===== config.mk =====
export PLATFORM = sky130hd
export DESIGN_NAME = integer_interval_sampler
export DESIGN_NICKNAME = d
export VERILOG_FILES = /design/src/rtl/core/iis_pkg.sv /design/src/rtl/core/iis_div.sv /design/src/rtl/core/integer_interval_sampler.sv
export SDC_FILE = /design/constraint.sdc
export NUM_CORES = 2
export LEC_CHECK = 0
export ABC_AREA = 1
export BUFFER_PORTS_ARGS = -buffer_cell sky130_fd_sc_hd__buf_4
export CORE_ASPECT_RATIO = 0.5
export CORE_MARGIN = 5
export CORE_UTILIZATION = 60
export DETAILED_ROUTE_END_ITERATION = 6
export PLACE_DENSITY = 0.77
export SLEW_MARGIN = 10
export SYNTH_ARGS = -nofsm -noshare
export SYNTH_HDL_FRONTEND = slang
export SYNTH_HIERARCHICAL = 1
export SYNTH_SLANG_ARGS = --single-unit

===== constraint.sdc =====
create_clock -name i_clk -period 12.8 [get_ports i_clk]
set_input_delay 1.92 -clock i_clk [delete_from_list [all_inputs] [get_ports i_clk]]
set_output_delay 1.92 -clock i_clk [all_outputs]
set_load 0.1 [all_outputs]

===== src/rtl/core/iis_pkg.sv =====
package iis_pkg;

    localparam int TIME_W      = 62;  // timestamps and sample index
    localparam int STATE_W     = 63;  // mixed number, position, interval count
    localparam int STEP_W      = 61;
    localparam int DIV_W       = 64;  // dividend magnitude
    localparam int CNT_W       = 6;   // divider step counter, DIV_W steps
    localparam int CFG_IDX_W   = 2;
    localparam int CFG_W       = 62;
    localparam int IN_TDATA_W  = 8;
    localparam int OUT_TDATA_W = 128;

    localparam logic [CFG_IDX_W-1:0] CFG_FIRST = 2'd0;
    localparam logic [CFG_IDX_W-1:0] CFG_FINAL = 2'd1;
    localparam logic [CFG_IDX_W-1:0] CFG_STEP  = 2'd2;

    typedef struct packed {
        logic               start;
        logic [DIV_W-1:0]   dividend;
        logic [STATE_W-1:0] divisor;
    } t_div_req;

    typedef struct packed {
        logic               done;
        logic [DIV_W-1:0]   quotient;
        logic [STATE_W-1:0] remainder;
    } t_div_rsp;

endpackage


===== src/rtl/core/iis_div.sv =====
// Radix-2 restoring divider, unsigned, one quotient bit per cycle.
module iis_div (
    input  logic              i_clk,
    input  logic              i_rst_n,
    input  iis_pkg::t_div_req i_req,
    output iis_pkg::t_div_rsp o_rsp
);

    logic                        r_busy;
    logic                        r_done;
    logic [iis_pkg::CNT_W-1:0]   r_cnt;
    logic [iis_pkg::DIV_W-1:0]   r_quo;
    logic [iis_pkg::STATE_W-1:0] r_rem;
    logic [iis_pkg::STATE_W-1:0] r_dvs;
    logic [iis_pkg::DIV_W:0]     w_trial;

    // partial remainder with next dividend bit, minus divisor
    assign w_trial = {1'b0, r_rem, r_quo[iis_pkg::DIV_W-1]} - {2'b00, r_dvs};

    always_ff @(posedge i_clk) begin
        if (!i_rst_n) begin
            r_busy <= 1'b0;
            r_done <= 1'b0;
            r_cnt  <= '0;
        end else begin
            r_done <= 1'b0;
            if (i_req.start) begin
                r_busy <= 1'b1;
                r_cnt  <= '0;
            end else if (r_busy) begin
                r_cnt <= r_cnt + 1'b1;
                if (r_cnt == iis_pkg::CNT_W'(iis_pkg::DIV_W - 1)) begin
                    r_busy <= 1'b0;
                    r_done <= 1'b1;
                end
            end
        end
    end

    always_ff @(posedge i_clk) begin
        if (i_req.start) begin
            r_quo <= i_req.dividend;
            r_rem <= '0;
            r_dvs <= i_req.divisor;
        end else if (r_busy) begin
            r_quo <= {r_quo[iis_pkg::DIV_W-2:0], ~w_trial[iis_pkg::DIV_W]};
            if (!w_trial[iis_pkg::DIV_W]) begin
                r_rem <= w_trial[iis_pkg::STATE_W-1:0];
            end else begin
                r_rem <= {r_rem[iis_pkg::STATE_W-2:0], r_quo[iis_pkg::DIV_W-1]};
            end
        end
    end

    assign o_rsp = {r_done, r_quo, r_rem};

endmodule


===== src/rtl/core/integer_interval_sampler.sv =====
// Path of a request inside a sweep: prep, magnitude, sum division, fix-up, output; the first
//   sample of a sweep does the sample count division first, equal endpoints go straight to output.
// One request at a time, with none, one or two 64-step divider passes each; the next
//   request is taken only once the sample is in the output register.
// Reset (synchronous, active low): no sweep running, output empty, registers
//   first_time = 0, final_time = 0, step_limit = 1.
module integer_interval_sampler (
    input  logic                              i_clk,
    input  logic                              i_rst_n,
    input  logic                              i_s_tvalid,
    output logic                              o_s_tready,
    input  logic [iis_pkg::IN_TDATA_W-1:0]    i_s_tdata,   // [0] begin_anew, [7:1] zero
    output logic                              o_m_tvalid,
    input  logic                              i_m_tready,
    output logic [iis_pkg::OUT_TDATA_W-1:0]   o_m_tdata,   // [61:0] point_time,
                                                           // [123:62] point_index, [127:124] 0
    output logic                              o_m_tlast,   // final_point
    input  logic                              i_cfg_we,
    input  logic [iis_pkg::CFG_IDX_W-1:0]     i_cfg_idx,
    input  logic [iis_pkg::CFG_W-1:0]         i_cfg_data
);

    typedef enum logic [6:0] {
        ST_IDLE = 7'b0000001,  // ready for a request
        ST_CDIV = 7'b0000010,  // sample count division
        ST_PREP = 7'b0000100,  // rounding, last flag, numerator + total
        ST_ABS  = 7'b0001000,  // magnitude of the sum, sample time
        ST_SDIV = 7'b0010000,  // sum / intervals
        ST_FIX  = 7'b0100000,  // signed quotient/remainder back into state
        ST_OUT  = 7'b1000000   // wait for the output register
    } t_state;

    localparam int TW = iis_pkg::TIME_W;
    localparam int SW = iis_pkg::STATE_W;
    localparam int DW = iis_pkg::DIV_W;

    t_state r_state, n_state;

    // configuration
    logic [TW-1:0]              r_first;
    logic [TW-1:0]              r_final;
    logic [iis_pkg::STEP_W-1:0] r_step;

    // sweep state: offset = whole + num / ivals
    logic [SW-1:0] r_whole;
    logic [SW-1:0] r_num;
    logic [SW-1:0] r_pos;
    logic [SW-1:0] r_ivals;
    logic          r_run;

    // working registers
    logic [DW-1:0] r_dvd;
    logic [SW-1:0] r_dvs;
    logic          r_go;
    logic          r_neg;
    logic          r_rnd;
    logic [TW-1:0] r_ptime;
    logic [TW-1:0] r_pidx;
    logic          r_plast;

    // output register
    logic          r_m_valid;
    logic [TW-1:0] r_m_time;
    logic [TW-1:0] r_m_idx;
    logic          r_m_last;

    iis_pkg::t_div_req w_req;
    iis_pkg::t_div_rsp w_rsp;

    logic [SW-1:0] w_total;
    logic          w_total_zero;
    logic          w_accept;
    logic          w_new;
    logic [SW-1:0] w_ivals;
    logic [SW:0]   w_ivals_p1;
    logic [SW-1:0] w_half;
    logic          w_round;
    logic          w_last;
    logic [DW-1:0] w_sum;
    logic [SW-1:0] w_mag_m1;
    logic [SW-1:0] w_step;
    logic          w_load;

    // total = final - first, both sign-extended; fits 63 bits
    assign w_total      = {r_final[TW-1], r_final} - {r_first[TW-1], r_first};
    assign w_total_zero = (w_total == '0);

    assign w_accept = i_s_tvalid & o_s_tready;
    assign w_new    = i_s_tdata[0] | ~r_run;

    // |total| - 1: for negative total that is simply ~total
    assign w_mag_m1 = w_total[SW-1] ? ~w_total : (w_total - 1'b1);
    assign w_step   = (r_step == '0) ? SW'(1) : {2'b00, r_step};

    // interval count clamped to at least one
    assign w_ivals    = (r_ivals == '0) ? SW'(1) : r_ivals;
    assign w_ivals_p1 = {1'b0, w_ivals} + 1'b1;
    assign w_half     = w_ivals_p1[SW:1];
    // round up when the numerator reaches half an interval (never if negative)
    assign w_round    = ~r_num[SW-1] & (r_num >= w_half);
    assign w_last     = (r_pos >= w_ivals);
    assign w_sum      = {r_num[SW-1], r_num} + {w_total[SW-1], w_total};

    assign w_load = (r_state == ST_OUT) & (~r_m_valid | i_m_tready);

    assign w_req = {r_go, r_dvd, r_dvs};

    iis_div u_div (
        .i_clk  (i_clk),
        .i_rst_n(i_rst_n),
        .i_req  (w_req),
        .o_rsp  (w_rsp)
    );

    always_comb begin
        n_state = r_state;
        case (r_state)
            ST_IDLE: begin
                if (w_accept) begin
                    if (w_new && w_total_zero) begin
                        n_state = ST_OUT;
                    end else if (w_new) begin
                        n_state = ST_CDIV;
                    end else begin
                        n_state = ST_PREP;
                    end
                end
            end
            ST_CDIV: if (w_rsp.done) n_state = ST_PREP;
            ST_PREP: n_state = ST_ABS;
            ST_ABS:  n_state = ST_SDIV;
            ST_SDIV: if (w_rsp.done) n_state = ST_FIX;
            ST_FIX:  n_state = ST_OUT;
            ST_OUT:  if (w_load) n_state = ST_IDLE;
            default: n_state = ST_IDLE;
        endcase
    end

    // control, configuration and sweep state
    always_ff @(posedge i_clk) begin
        if (!i_rst_n) begin
            r_state   <= ST_IDLE;
            r_first   <= '0;
            r_final   <= '0;
            r_step    <= iis_pkg::STEP_W'(1);
            r_whole   <= '0;
            r_num     <= '0;
            r_pos     <= '0;
            r_ivals   <= '0;
            r_run     <= 1'b0;
            r_go      <= 1'b0;
            r_m_valid <= 1'b0;
        end else begin
            r_state <= n_state;
            r_go    <= 1'b0;

            if (i_cfg_we) begin
                case (i_cfg_idx)
                    iis_pkg::CFG_FIRST: r_first <= i_cfg_data;
                    iis_pkg::CFG_FINAL: r_final <= i_cfg_data;
                    iis_pkg::CFG_STEP:  r_step  <= i_cfg_data[iis_pkg::STEP_W-1:0];
                    default: ;
                endcase
            end

            case (r_state)
                ST_IDLE: begin
                    if (w_accept && w_new) begin
                        r_whole <= '0;
                        r_num   <= '0;
                        r_pos   <= '0;
                        if (w_total_zero) begin
                            r_run   <= 1'b0;
                            r_ivals <= '0;
                        end else begin
                            r_go <= 1'b1;
                        end
                    end
                end
                ST_CDIV: begin
                    if (w_rsp.done) begin
                        // intervals = samples - 1 = quotient + 1
                        r_ivals <= w_rsp.quotient[SW-1:0] + 1'b1;
                        r_run   <= 1'b1;
                    end
                end
                ST_ABS: r_go <= 1'b1;
                ST_FIX: begin
                    // truncating signed division: quotient and remainder take
                    // the sign of the sum, divisor is positive
                    r_whole <= r_neg ? (r_whole - w_rsp.quotient[SW-1:0])
                                     : (r_whole + w_rsp.quotient[SW-1:0]);
                    r_num   <= r_neg ? (~w_rsp.remainder + 1'b1) : w_rsp.remainder;
                    r_pos   <= r_pos + 1'b1;
                    if (r_plast) r_run <= 1'b0;
                end
                default: ;
            endcase

            if (w_load) begin
                r_m_valid <= 1'b1;
            end else if (i_m_tready) begin
                r_m_valid <= 1'b0;
            end
        end
    end

    // datapath payload
    always_ff @(posedge i_clk) begin
        case (r_state)
            ST_IDLE: begin
                if (w_accept) begin
                    // equal endpoints: single sample at first_time
                    r_ptime <= r_first;
                    r_pidx  <= '0;
                    r_plast <= 1'b1;
                    r_dvd   <= {1'b0, w_mag_m1};
                    r_dvs   <= w_step;
                end
            end
            ST_PREP: begin
                r_pidx  <= r_pos[TW-1:0];
                r_plast <= w_last;
                r_rnd   <= w_round;
                r_neg   <= w_sum[DW-1];
                r_dvd   <= w_sum;
            end
            ST_ABS: begin
                r_dvd   <= r_neg ? (~r_dvd + 1'b1) : r_dvd;
                r_dvs   <= w_ivals;
                r_ptime <= r_first + r_whole[TW-1:0] + {{(TW-1){1'b0}}, r_rnd};
            end
            default: ;
        endcase

        if (w_load) begin
            r_m_time <= r_ptime;
            r_m_idx  <= r_pidx;
            r_m_last <= r_plast;
        end
    end

    assign o_s_tready = (r_state == ST_IDLE);
    assign o_m_tvalid = r_m_valid;
    assign o_m_tdata  = {{(iis_pkg::OUT_TDATA_W - 2 * TW){1'b0}}, r_m_idx, r_m_time};
    assign o_m_tlast  = r_m_last;

endmodule


Yosys cells after proc, flatten, opt, wreduce, memory -nomap -nowiden
Index checks and enable logic that the tools add are counted.
{"block": "word_totals", "reg_bits": 1024, "input_bits": 77, "output_inout_bits": 131}
{"block": "classes", "n_addsub": 14, "order_cmp": 2, "eq_ne": 18, "muxes": 48, "bitwise_logic": 14, "n_reduce_logical": 26}
{"operator": "63-bit 2-to-1 mux", "n": 10}
{"operator": "63-bit one-hot mux with 2 select lines", "n": 5}
{"operator": "64-bit 2-to-1 mux", "n": 4}
{"operator": "62-bit one-hot mux with 2 select lines", "n": 2}
{"operator": "64-bit one-hot mux with 3 select lines", "n": 1}
{"operator": "63-bit by 1-bit adder with 63-bit output (second input constant)", "n": 3}
{"operator": "63-bit greater-or-equal comparator", "n": 2}
{"operator": "63-bit logical NOT", "n": 2}
{"operator": "63-bit NOT", "n": 2}
{"operator": "62-bit 2-to-1 mux", "n": 2}
{"operator": "64-bit by 63-bit subtractor with 65-bit output", "n": 1}
{"operator": "63-bit by 1-bit adder with 64-bit output (second input constant)", "n": 1}
{"operator": "63-bit by 63-bit adder with 64-bit output", "n": 1}
{"operator": "64-bit by 1-bit adder with 64-bit output (second input constant)", "n": 1}
{"operator": "64-bit NOT", "n": 1}
{"operator": "63-bit adder", "n": 1}
{"operator": "62-bit by 62-bit subtractor with 63-bit output", "n": 1}
{"operator": "63-bit by 1-bit subtractor with 63-bit output (second input constant)", "n": 1}
{"operator": "63-bit subtractor", "n": 1}
{"operator": "62-bit by 1-bit adder with 62-bit output", "n": 1}
{"operator": "62-bit adder", "n": 1}
{"operator": "61-bit logical NOT", "n": 1}
{"operator": "61-bit 2-to-1 mux", "n": 1}
{"operator": "7-bit one-hot mux with 7 select lines", "n": 1}
{"operator": "31 further kinds", "n": 75}

Depth between registers and ports, before layout
{"block": "depth", "depth_word": 6, "ltp_mapped": 32, "mapped_depth_nobuf": 32}

Hierarchy
Netlist, hierarchy kept.
{"module": "integer_interval_sampler", "instances": 1, "cells_each": 9298, "area_per_inst_um2": 62232.2, "seq_area_each_um2": 20309.5}
{"module": "iis_div", "instances": 1, "cells_each": 2204, "area_per_inst_um2": 14259.9, "seq_area_each_um2": 5235.0}

Worst setup path before layout
No wires, ideal clock.
{"block": "synth_timing", "path_type": "input to register", "from": "in i_m_tready", "to": "reg r_m_last, in the netlist o_m_tlast (enable)", "setup_time_ns": 0.610, "arrival_time_ns": 7.178, "required_ns": 12.190, "slack_ns": 5.011, "path_stages": 2, "n_path_buf": 0, "path_cell_list": "nor2_1 > nor2_1"}
{"block": "synth_between", "elab_chain_cells": 2}
{"item": "start, declared", "line": "integer_interval_sampler.sv:14", "source": "input logic i_m_tready,"}
{"item": "1-bit OR", "line": "integer_interval_sampler.sv:104", "source": "assign w_load = (r_state == ST_OUT) & (~r_m_valid | i_m_tready);"}
{"item": "1-bit bitwise AND", "line": "integer_interval_sampler.sv:104"}
{"item": "net w_load", "line": "integer_interval_sampler.sv:82", "source": "logic w_load;"}
{"item": "end signal, assigned", "line": "integer_interval_sampler.sv:239", "source": "r_m_last <= r_plast;"}
{"item": "end, declared", "line": "integer_interval_sampler.sv:65", "source": "logic r_m_last;"}
The timed path passes the listed nets, and every way through them passes these cells.
A chain may end at the register's enable or synchronous reset.

Worst setup path after layout
{"block": "layout_timing", "from": "reg r_ivals[57]", "to": "reg r_rnd (data pin)"}
{"block": "layout_between", "elab_chain_cells": 5}
{"item": "start, declared", "line": "integer_interval_sampler.sv:48", "source": "logic [SW-1:0] r_ivals;"}
{"item": "start signal, assigned", "line": "integer_interval_sampler.sv:183", "source": "r_ivals <= w_rsp.quotient[SW-1:0] + 1'b1;"}
{"item": "63-bit logical NOT", "line": "integer_interval_sampler.sv:96", "source": "assign w_ivals = (r_ivals == '0) ? SW'(1) : r_ivals;"}
{"item": "63-bit 2-to-1 mux *", "line": "integer_interval_sampler.sv:96"}
{"item": "63-bit by 1-bit adder with 64-bit output *", "line": "integer_interval_sampler.sv:97", "source": "assign w_ivals_p1 = {1'b0, w_ivals} + 1'b1;"}
{"item": "63-bit greater-or-equal comparator *", "line": "integer_interval_sampler.sv:100", "source": "assign w_round = ~r_num[SW-1] & (r_num >= w_half);"}
{"item": "1-bit bitwise AND *", "line": "integer_interval_sampler.sv:100"}
{"item": "net w_round", "line": "integer_interval_sampler.sv:77", "source": "logic w_round;"}
{"item": "end signal, assigned", "line": "integer_interval_sampler.sv:224", "source": "r_rnd <= w_round;"}
{"item": "end, declared", "line": "integer_interval_sampler.sv:56", "source": "logic r_rnd;"}
The timed path passes the listed nets; every way through them passes the cells marked *.

==> results.yml <==
logic_synthesis:
  ys_async_sr_fraction_pct: 0
  synth.most_common_cell: "nand2_1"
  synth_area_leaders: "edfxtp_1 20%, nand2_1 15%, dfxtp_1 14%"
  synth_seq_cells: 1023
  postSynthCellCount: 11500
  synth_cell_types: 71
  synth_top_cell_area_share_pct: 19.9
  ys.flop_type: "dfxtp_1"
  ys_top_cells_by_count: "2,962 x nand2_1, 1,792 x inv_1, 1,161 x nor2_1, 944 x a21oi_1, 721 x nand3_1"
  ys_warn_count: 6
  synth.avg_cell_area_um2: 6.65
  synth_edf_count: 506
  yosysSeqAreaShare_pct: 33.4
  yosysTopAreaCell: "edfxtp_1"
  syn_area_um2: 76500
clock_tree:
  postCtsSetupRepairBufs: 0
  post_cts_resize_count: 0
  cts.sink_count: 1023
  cts_inserted_buffers: 97
  holdBufCountCts: 0
  cts_root_buffer: "clkbuf_16"
  path_clk_slew_ps: 70
  htree_levels: 3
  clkLatencyLatePin_ps: 780
  clockBufferDepth: 3
  cts_tree: "done"
timing:
  setup_viol: 0
  fin_setup_tns_ps: 0
  timing.final.crit_share_pct: 54.5
  tightestPinTransition_ps: 1360
  skew_ps: 70.4
  fin_crit_ps: 6980
  maxSlewHeadroom_pct: 9.23
  hold_ws_ps: 384
  maxSlewViolCount: 0
  hold_viol: 0
  fmaxAchievable_ghz: 0.143
  rsz0062_at_grt: "false"
final_layout:
  layout.nets: 12100
  drive_gt1_share_pct: 5.87
  area_growth_pct: 8.25
die:
  design.die.area_um2: 135000
  initial_core_util_pct: 60.6
  ios: 208
  core_area_um2: 126000
  dieHeight_um: 262
  rows: 92
  die-width_um: 515
placement:
  hpwl_mm: 241
  gp_congestion: 1.06
  numPortBuffers: 196
drt:
  dr_total_vias: 80400
  ant_nets: 1
  dr.pass1.iters: 7
  via_per_inst: 6.02
  wl_per_cell_um: 22.6
  drtIter0Drc: 11100
  drcViolationCount: 3
  routed_wl_mm: 301
global_route:
  grt_overflow: 0
  antenna_found_initial: 16
  grt_pass1_wl_mm: 441
  grt_max_degree: 140
  grtUsageTotal_pct: 42.8
  grt_pass1_vias: 73100
power_and_ir_drop:
  ir_drop_mv: 0.152
  p_leak_nw: 38.6
  p_per_area_nw_per_um2: 161
critical_path:
  cp_slowest_cell: "nor4_1"
  critPathMostFrequentCell: "nand2_1"
  path_class: "flop to flop"
  start_kind: "flop"
  arrival_ps: 7610
  cp-end-kind: "flop"
  crit_required_ps: 13430
  cp_max_fo: 6
  slowest_delay_ps: 860
run_status:
  failed_checks: "antenna rules, DRC"
  status: "finished with violations"
flow_run:
  cap_violations: 0
hold_path:
  min_path_type: "flop to flop"
## cell families after synthesis
family	after synthesis	synth area share [%]
AND/OR/NAND/NOR	5642	31.6
other	1	0.00490
flip-flops	1023	33.4
XOR/XNOR	222	2.54
adder cells (fa/ha/maj)	459	7.57
AO/OA/AOI/OAI	1995	14.0
buffers and inverters	2160	10.9
## path summary, 6_finish.rpt
check,startpoint,endpoint,slack (ps),cells past startpoint
setup / recovery,r_ivals[57],r_rnd,5820,32
hold / removal,r_dvs[40],u_div/r_dvs[40],380,0
setup reg to reg,r_ivals[57],r_rnd,5820,32
hold reg to reg,r_dvs[40],u_div/r_dvs[40],380,0
## layout make-up
cell class	count	area [µm²]
fillers	11700	43500
multi-input cells	8322	42800
flip-flops and latches	1023	25500
inverters	1872	7040
clock buffers	131	2840
well taps	1692	2120
repair buffers	244	1850
clock inverters	53	611
diodes	7	17.5
## worst max-delay path, delay by kind of cell (launching register included)
kind / cells / cell delay (ps)
XOR/XNOR: 1 / 170
AO/OA/AOI/OAI: 4 / 410
adder cells (fa/ha/maj): 2 / 480
flip-flops: 1 / 370
AND/OR/NAND/NOR: 21 / 4840
buffers and inverters: 4 / 590
## power breakdown
| part | internal [mW] | switching (mW) | total (mW) |
|---|---|---|---|
| registers | 4.23 | 0.588 | 4.82 |
| clock network | 1.72 | 1.47 | 3.18 |
| logic | 1.35 | 3.94 | 5.29 |
| total | 7.30 | 5.99 | 13.3 |
## metrics by stage
step	power, mW	setup WS, ps	util (%)	instances	area, µm²
floorplan	8.11	5010	-	11500	76500
global placement	9.77	5950	62.8	13200	79300
detailed placement	9.86	5860	62.8	13200	79300
CTS	13.0	5870	65.6	13300	82800
global route	13.9	5540	65.6	13300	82800
finish	13.3	5820	65.6	13300	82800
## registers in the layout, indices dropped and copies added (netlist names), 6 cells and up
register     cells
r_dvd           64
u_div/r_quo     64
r_dvs           63
r_ivals         63
r_num           63
r_pos           63
u_div/r_dvs     63
u_div/r_rem     63
r_final         62
r_first         62
r_m_idx         62
r_m_time        62
r_pidx          62
r_ptime         62
r_whole         62
r_step          61
r_state          7
u_div/r_cnt      6
## cell usage in the layout, fill, tap and decap left out, types with 15 or more instances in the layout
cell       synthesis  routed
inv_1           1792    1787
nor2_1          1161    1157
ha_1             453     453
o21ai_1           23      23
clkinv_2           0      18
dfxtp_1          517     516
inv_2             60      60
a31oi_1           82      82
nand2_1         2962    2958
clkinv_1          20      24
a21oi_1          944     943
nand4_1          190     190
o21a_1            31      31
a21o_1            35      35
xnor2_1           55      55
clkbuf_16          0     105
edfxtp_1         506     506
nor2_2            36      37
xor2_1           167     167
nand3_1          721     719
nor3_1           210     209
nand3b_1          58      58
nor4_1           124     122
or2_2             66      66
buf_4             10     242
o21ai_0          718     718
nand2_2           27      29
o21bai_1          32      32
o211ai_1          43      43
o221ai_1          15      15
## layer usage
| metal | vias up | track usage (%) | part of all wire [%] |
|---|---|---|---|
| li1 | 37800 | - | - |
| met2 | 4814 | 61.4 | 40 |
| met5 | - | 0 | 0.036 |
| met1 | 37000 | 57.9 | 39 |
| met3 | 691 | 16.0 | 16 |
| met4 | 18 | 17.8 | 4.9 |
(Power assumes the default switching activity.)
